--- config.mk ---
export PLATFORM = sky130hd
export DESIGN_NAME = hia_ctrl
export DESIGN_NICKNAME = d
export VERILOG_FILES = /design/src/rtl/hia_pkg.sv /design/src/rtl/hia_ctrl.sv
export SDC_FILE = /design/constraint.sdc
export NUM_CORES = 1
export LEC_CHECK = 0
export BUFFER_PORTS_ARGS = -buffer_cell sky130_fd_sc_hd__buf_2
export CELL_PAD_IN_SITES_DETAIL_PLACEMENT = 1
export CELL_PAD_IN_SITES_GLOBAL_PLACEMENT = 1
export CORE_ASPECT_RATIO = 1.75
export CORE_UTILIZATION = 42
export DETAILED_ROUTE_END_ITERATION = 12
export PLACE_DENSITY_LB_ADDON = 0.08
export SLEW_MARGIN = 15
export SYNTH_ARGS = -nofsm -noshare
export SYNTH_HDL_FRONTEND = slang
export SYNTH_SLANG_ARGS = --single-unit
--- constraint.sdc ---
create_clock -name clk -period 5.8 [get_ports clk]
set_input_delay 0.29 -clock clk [delete_from_list [all_inputs] [get_ports clk]]
set_output_delay 0.29 -clock clk [all_outputs]
set_load 0.01 [all_outputs]
--- src/rtl/hia_pkg.sv ---
// Shared types, sizes and search functions for the id allocator.
package hia_pkg;

    localparam int SLOT_BITS  = 5;
    localparam int LEVELS     = 2;
    localparam int ID_BITS    = SLOT_BITS * LEVELS;
    localparam int LEAF_BITS  = ID_BITS - SLOT_BITS;
    localparam int SLOT_SIZE  = 1 << SLOT_BITS;
    localparam int LEAF_COUNT = 1 << LEAF_BITS;
    localparam int ID_COUNT   = 1 << ID_BITS;
    localparam int PORT_VALUE_BITS = 32;

    typedef logic [ID_BITS-1:0]    id_t;
    typedef logic [LEAF_BITS-1:0]  leaf_idx_t;
    typedef logic [SLOT_BITS-1:0]  slot_idx_t;
    typedef logic [SLOT_SIZE-1:0]  leaf_word_t;
    typedef logic [LEAF_COUNT-1:0] summary_t;

    typedef enum logic [1:0] {
        CMD_ALLOC  = 2'd0,
        CMD_REMOVE = 2'd1,
        CMD_FIND   = 2'd2
    } cmd_t;

    typedef enum logic [1:0] {
        ST_OK        = 2'd0,
        ST_NO_SPACE  = 2'd1,
        ST_NOT_ALLOC = 2'd2
    } status_t;

    typedef struct packed {
        logic       re;
        logic       we;
        leaf_idx_t  addr;
        leaf_word_t wdata;
    } leaf_req_t;

    typedef struct packed {
        logic re;
        logic we;
        id_t  addr;
    } val_req_t;

    function automatic slot_idx_t lowest_slot(input leaf_word_t x);
        slot_idx_t idx;
        idx = '0;
        for (int i = SLOT_SIZE - 1; i >= 0; i--) begin
            if (x[i])
            begin
                idx = slot_idx_t'(i);
            end
        end
        return idx;
    endfunction

    function automatic leaf_idx_t lowest_leaf(input summary_t x);
        leaf_idx_t idx;
        idx = '0;
        for (int i = LEAF_COUNT - 1; i >= 0; i--) begin
            if (x[i])
            begin
                idx = leaf_idx_t'(i);
            end
        end
        return idx;
    endfunction

endpackage

--- src/rtl/hia_ctrl.sv ---
// Command sequencer: leaf bitmap read-modify-write, summary search, result register.
module hia_ctrl
    import hia_pkg::*;
#(
    parameter int VALUE_BITS = 32
) (
    input  logic                       clk,
    input  logic                       rst_n,
    input  logic                       in_valid,
    output logic                       in_ready,
    input  logic [1:0]                 command,
    input  id_t                        base_id,
    input  id_t                        key_id,
    input  logic [PORT_VALUE_BITS-1:0] value_in,
    output logic                       out_valid,
    input  logic                       out_ready,
    output logic [1:0]                 status,
    output id_t                        id_out,
    output logic [PORT_VALUE_BITS-1:0] value_out,
    output logic                       hit,
    output leaf_req_t                  leaf_req,
    input  leaf_word_t                 leaf_rdata,
    output val_req_t                   val_req,
    output logic [VALUE_BITS-1:0]      val_wdata,
    input  logic [VALUE_BITS-1:0]      val_rdata
);

    typedef enum logic [3:0] {
        S_IDLE  = 4'b0001,
        S_LOOK  = 4'b0010,
        S_LOOK2 = 4'b0100,
        S_EMIT  = 4'b1000
    } state_t;

    state_t                     state_reg, state_next;
    cmd_t                       cmd_reg, cmd_next;
    leaf_idx_t                  leaf_reg, leaf_next;
    slot_idx_t                  off_reg, off_next;
    slot_idx_t                  kslot_reg, kslot_next;
    logic [PORT_VALUE_BITS-1:0] value_reg, value_next;
    summary_t                   vld_reg, vld_next;
    summary_t                   full_reg, full_next;
    status_t                    res_status_reg, res_status_next;
    id_t                        res_id_reg, res_id_next;
    logic                       res_hit_reg, res_hit_next;
    logic                       out_valid_reg, out_valid_next;
    status_t                    status_reg, status_next;
    id_t                        id_out_reg, id_out_next;
    logic [PORT_VALUE_BITS-1:0] value_out_reg, value_out_next;
    logic                       hit_reg, hit_next;

    logic       accept;
    logic       emit;
    leaf_word_t used;
    leaf_word_t off_mask;
    leaf_word_t avail;
    leaf_word_t new_used;
    slot_idx_t  slot;
    summary_t   cand;
    leaf_idx_t  nleaf;
    logic       key_used;
    logic [63:0] val_wide;
    logic [63:0] rd_wide;

    assign in_ready = (state_reg == S_IDLE);
    assign accept   = in_valid && in_ready;
    assign emit     = (state_reg == S_EMIT) && (!out_valid_reg || out_ready);

    assign used     = vld_reg[leaf_reg] ? leaf_rdata : '0;
    assign off_mask = (state_reg == S_LOOK) ? ({SLOT_SIZE{1'b1}} << off_reg)
                                            : {SLOT_SIZE{1'b1}};
    assign avail    = ~used & off_mask;
    assign slot     = lowest_slot(avail);
    assign new_used = used | (leaf_word_t'(1) << slot);
    assign cand     = ~full_reg & (({LEAF_COUNT{1'b1}} << leaf_reg) << 1);
    assign nleaf    = lowest_leaf(cand);
    assign key_used = used[kslot_reg];
    assign val_wide = 64'(value_reg);
    assign rd_wide  = 64'(val_rdata);
    assign val_wdata = val_wide[VALUE_BITS-1:0];

    always_comb
    begin
        state_next      = state_reg;
        cmd_next        = cmd_reg;
        leaf_next       = leaf_reg;
        off_next        = off_reg;
        kslot_next      = kslot_reg;
        value_next      = value_reg;
        vld_next        = vld_reg;
        full_next       = full_reg;
        res_status_next = res_status_reg;
        res_id_next     = res_id_reg;
        res_hit_next    = res_hit_reg;
        out_valid_next  = out_valid_reg;
        status_next     = status_reg;
        id_out_next     = id_out_reg;
        value_out_next  = value_out_reg;
        hit_next        = hit_reg;
        leaf_req        = '0;
        val_req         = '0;

        if (out_valid_reg && out_ready)
        begin
            out_valid_next = 1'b0;
        end

        unique case (state_reg)
            S_IDLE:
            begin
                if (accept)
                begin
                    cmd_next   = cmd_t'(command);
                    off_next   = base_id[SLOT_BITS-1:0];
                    kslot_next = key_id[SLOT_BITS-1:0];
                    value_next = value_in;
                    if (cmd_t'(command) == CMD_ALLOC)
                    begin
                        leaf_next = base_id[ID_BITS-1:SLOT_BITS];
                    end
                    else
                    begin
                        leaf_next = key_id[ID_BITS-1:SLOT_BITS];
                    end
                    leaf_req.re   = 1'b1;
                    leaf_req.addr = leaf_next;
                    state_next    = S_LOOK;
                end
            end
            S_LOOK, S_LOOK2:
            begin
                res_status_next = ST_OK;
                res_id_next     = '0;
                res_hit_next    = 1'b0;
                state_next      = S_EMIT;
                unique case (cmd_reg)
                    CMD_ALLOC:
                    begin
                        if (|avail)
                        begin
                            leaf_req.we    = 1'b1;
                            leaf_req.addr  = leaf_reg;
                            leaf_req.wdata = new_used;
                            val_req.we     = 1'b1;
                            val_req.addr   = {leaf_reg, slot};
                            vld_next[leaf_reg] = 1'b1;
                            if (&new_used)
                            begin
                                full_next[leaf_reg] = 1'b1;
                            end
                            res_id_next = {leaf_reg, slot};
                        end
                        else if ((state_reg == S_LOOK) && (|cand))
                        begin
                            leaf_next     = nleaf;
                            leaf_req.re   = 1'b1;
                            leaf_req.addr = nleaf;
                            state_next    = S_LOOK2;
                        end
                        else
                        begin
                            res_status_next = ST_NO_SPACE;
                        end
                    end
                    CMD_REMOVE:
                    begin
                        if (key_used)
                        begin
                            leaf_req.we    = 1'b1;
                            leaf_req.addr  = leaf_reg;
                            leaf_req.wdata = used & ~(leaf_word_t'(1) << kslot_reg);
                            vld_next[leaf_reg]  = 1'b1;
                            full_next[leaf_reg] = 1'b0;
                        end
                        else
                        begin
                            res_status_next = ST_NOT_ALLOC;
                        end
                    end
                    CMD_FIND:
                    begin
                        if (key_used)
                        begin
                            val_req.re   = 1'b1;
                            val_req.addr = {leaf_reg, kslot_reg};
                            res_hit_next = 1'b1;
                        end
                        else
                        begin
                            res_status_next = ST_NOT_ALLOC;
                        end
                    end
                    default:
                    begin
                        res_status_next = ST_OK;
                    end
                endcase
            end
            S_EMIT:
            begin
                if (emit)
                begin
                    out_valid_next = 1'b1;
                    status_next    = res_status_reg;
                    id_out_next    = res_id_reg;
                    hit_next       = res_hit_reg;
                    value_out_next = res_hit_reg ? rd_wide[PORT_VALUE_BITS-1:0] : '0;
                    state_next     = S_IDLE;
                end
            end
            default:
            begin
                state_next = S_IDLE;
            end
        endcase
    end

    always_ff @(posedge clk or negedge rst_n)
    begin
        if (!rst_n)
        begin
            state_reg     <= S_IDLE;
            vld_reg       <= '0;
            full_reg      <= '0;
            out_valid_reg <= 1'b0;
        end
        else
        begin
            state_reg     <= state_next;
            vld_reg       <= vld_next;
            full_reg      <= full_next;
            out_valid_reg <= out_valid_next;
        end
    end

    always_ff @(posedge clk)
    begin
        cmd_reg        <= cmd_next;
        leaf_reg       <= leaf_next;
        off_reg        <= off_next;
        kslot_reg      <= kslot_next;
        value_reg      <= value_next;
        res_status_reg <= res_status_next;
        res_id_reg     <= res_id_next;
        res_hit_reg    <= res_hit_next;
        status_reg     <= status_next;
        id_out_reg     <= id_out_next;
        value_out_reg  <= value_out_next;
        hit_reg        <= hit_next;
    end

    assign out_valid = out_valid_reg;
    assign status    = status_reg;
    assign id_out    = id_out_reg;
    assign value_out = value_out_reg;
    assign hit       = hit_reg;

endmodule

==> impl_results.md <==
* Worst ir drop on vdd at 256 uV
* WHS Path Cells at 1
* Crit-path cells: or4bb_1 > o32ai_1 > a211o_1 > nor4_4 > buf_4 > a2111oi_0 > o211ai_2 > o211ai_1 > or3b_1 > buf_4 > nand2_2 > o32a_1 > nor4_2 > nand4_2 > buf_12 > a211oi_1 > mux2i_1
* First-pass GRT wire length at 77300 um
* Skew final at 11.5 ps
* Antenna violations before repair at 3
* Total track usage at 37.5%
* Worst hold path class: primary input to flop
* Fin nets at 1594
* CTS Buf Count at 17
* Clk sinks at 175
* Syn avg cell area at 9.46 sq um
* Seq/Total Area, Yosys at 42.7%
* Share of layout cells above drive strength 1 at between 20% and 30%
* Post-Syn Instances at approximately 1200
* Die W at 127 um
* Clock slew seen by the registers of the worst setup and hold paths at 80 ps
* Yosys reg bits at 175
* Hpwl dp at 39200 um
* CTS tree: built
* Relative slew margins at between 20% and 30%
* Clk network pwr share at 25.7%
* Largest cells by area after synthesis: edfxtp_1 28%, dfrtp_1 15%, mux2i_1 4.9%
* Final ANT Viol Nets at 0
* Initial DRC count at roughly 840
* WL met2 at 27800 um
* Final Max Tran Viols at 0
* WP data required at a little over 6000 ps
* Placer's final routability congestion estimate at roughly 1.0
* Sw Ratio at 40.8%
* Most frequent cells in the layout: 251 x buf_2, 107 x edfxtp_1, 104 x nand2_1, 93 x a21oi_1, 89 x nor2_1
* Clk_lat worst skew at 450 ps
* Leading area contributor after synthesis: edfxtp_1
* Post-synth EDFFs at around 110
* Largest net degree at the start of global routing at 69
* Switch Pwr at approximately 1.9 mW
* Via count at ~12000
* Crit-path max FO at 31
* Ports at about 250
* Final min period at 5560 ps
* Area Growth Syn to Fin at 21.9%
* Dominant synthesized flop cell: edfxtp_1
* H-tree depth at 4
* Min Hold Slack at 17.8 ps
* Peak Freq at 180 MHz
* DR top layer: met4
* Setup CP Type: flop to flop
* Post-synth top area share at 27.9%
* Grt total ovfl at 0
* Async SR Flop Fraction at 38.9%
* Drt total wl at 52000 um
* Starting density of the core at about 43%
* Ys Warns at 0
* Met3 routed WL at around 2700 um
* Total power per unit cell area at roughly 330 nW/um^2
* Reg power frac at 37.0%
* Most numerous cell on the critical path: buf_4
* Max incr delay on CP at 600 ps
* Crit Reg-Reg Startpoint: leaf_reg[2]$_DFFE_PP_
* Final Hold Fails at 0
* Leak Pwr at 5.64 nW
* Final Util at a little over half
* Status: finished clean
* Pint at about 2.7 mW
* Crit share post-route at a little over nine tenths
* Reg2reg path depth at 17
* Setup-failing EPs final at 0
* Comb pwr share at between 30% and 40%
* Max_cap viols at 0
* Crit end category: flop
* Critical-path top delay cell: a2111oi_0
* Die area at 28100 sq um
* Arrival time at the worst endpoint at 5910 ps
* Leading cell type in the layout, fill and taps excluded: buf_2
* Per-cell routed wire length at 28.1 um
* Syn nets at 1343
* Slew @ Worst Pin at 1090 ps
* Site Rows at 79
* Setup TNS at 0 ps
* Drt pass-1 iters at 5
* Number of global-route vias before repair at 12500
* Port buffer count at 251
* Critical Path Source Type: flop
* Mapped Area at 11500 sq um
* Core Box Area at 26800 sq um
* Worst setup startpoint: leaf_reg[2]$_DFFE_PP_
* Die height at 221 um
* Drc violations at 0
* Register-to-Register Setup Slack at 240 ps
* Synth unique cells at 98
* Vias per cell at 6.31
* Root buffer cell: clkbuf_16
* Clk buf depth at 2
* RSZ-0062 raised after global routing: no
* WL met1 at 17200 um
-- cell usage after synthesis (all sizes together), types with 5 or more instances --
master,number
o22a,15
a31o,5
inv,54
clkbuf,58
o21ai,68
nand4,12
buf,35
a21o,13
o211ai,31
and2,45
or2,13
a32oi,7
a211oi,37
nor2,92
o31a,5
mux4,8
nor3,14
o31ai,5
dfrtp,67
nand2,105
nand2b,14
a21boi,5
mux2i,56
o21bai,33
edfxtp,107
o22ai,19
nand3b,7
nand3,24
o211a,6
or3,9
and3,15
a21oi,95
nor2b,10
nor4,11
a31oi,21
a22oi,10
-- critical path, delay by kind of cell, from the launching register on --
kind	cells	cell delay, ps
buf+inv	3	640
flops	1	550
compound gates	7	2450
simple gates	6	1510
mux	1	250
-- power groups by stage --
stage	Sequential [mW]	Clock (mW)	Combinational (mW)
final	1.69	1.17	1.71
after global routing	1.71	1.22	1.80
after CTS	1.69	1.19	1.66
after detailed placement	1.71	0	1.64
after global placement	1.70	0	1.62
after floorplan	1.66	0	1.02
-- metrics by stage --
stage	setup slack [ps]	power, mW	cell area [sq um]	std cells
after floorplan	1420	2.69	11500	1217
after global placement	360	3.32	13200	1792
after detailed placement	239	3.35	13200	1792
after CTS	254	4.54	14000	1844
after global routing	65.0	4.73	14000	1848
final	242	4.57	14000	1848
-- per-layer routing --
metal | vias to the layer above | global-route usage, %
met5 | - | 0
li1 | 5105 | -
met1 | 5822 | 36.7
met2 | 514 | 69.3
met3 | 212 | 6.31
met4 | 0 | 28.1
-- area by class of cell --
type / instances / area (sq um)
inverters: 54 / 203
repair buffers: 325 / 1870
clock inverters: 14 / 166
well taps: 364 / 455
flip-flops and latches: 175 / 4920
diodes: 3 / 7.51
multi-input cells: 895 / 5970
fillers: 3140 / 12800
clock buffers: 18 / 429
-- repair_timing --
| item | 4_1_cts | 5_1_grt |
|---|---|---|
| endpoints found under the setup margin | 0 | 9 |
| setup buffers | 0 | 1 |
| gates resized for setup | 0 | 2 |
| hold buffers | 20 | 0 |
| endpoints found under the hold margin | 20 | 0 |
-- worst min path at each step --
stage / from / to / slack, ps
5_1_grt: value_in[21] / val_wdata[21]$_DFFE_PP_ / 10
3_3_place_gp: res_id_reg[0]$_SDFFCE_PN0P_ / id_out[0]$_DFFE_PP_ / 400
4_1_cts: value_in[28] / val_wdata[28]$_DFFE_PP_ / 1
2_1_floorplan: rst_n / asynchronous set/reset pin / -6
6_report: value_in[21] / val_wdata[21]$_DFFE_PP_ / 20
3_5_place_dp: res_id_reg[0]$_SDFFCE_PN0P_ / id_out[0]$_DFFE_PP_ / 410
-- cells by family (layout without fill, tap and decap cells) --
family,Yosys count,count (layout),share of synthesized area [%]
other,0,3,0
muxes,64,64,6.44
and+or+nand+nor,394,394,17.9
adders and majority gates,4,4,0.435
DFF,175,175,42.7
AOI/OAI and AO/OA,432,432,26.7
xor gates and xnor gates,1,1,0.0761
buffers and inverters,147,411,5.70
Note: power is estimated with default switching activity, not from simulation.
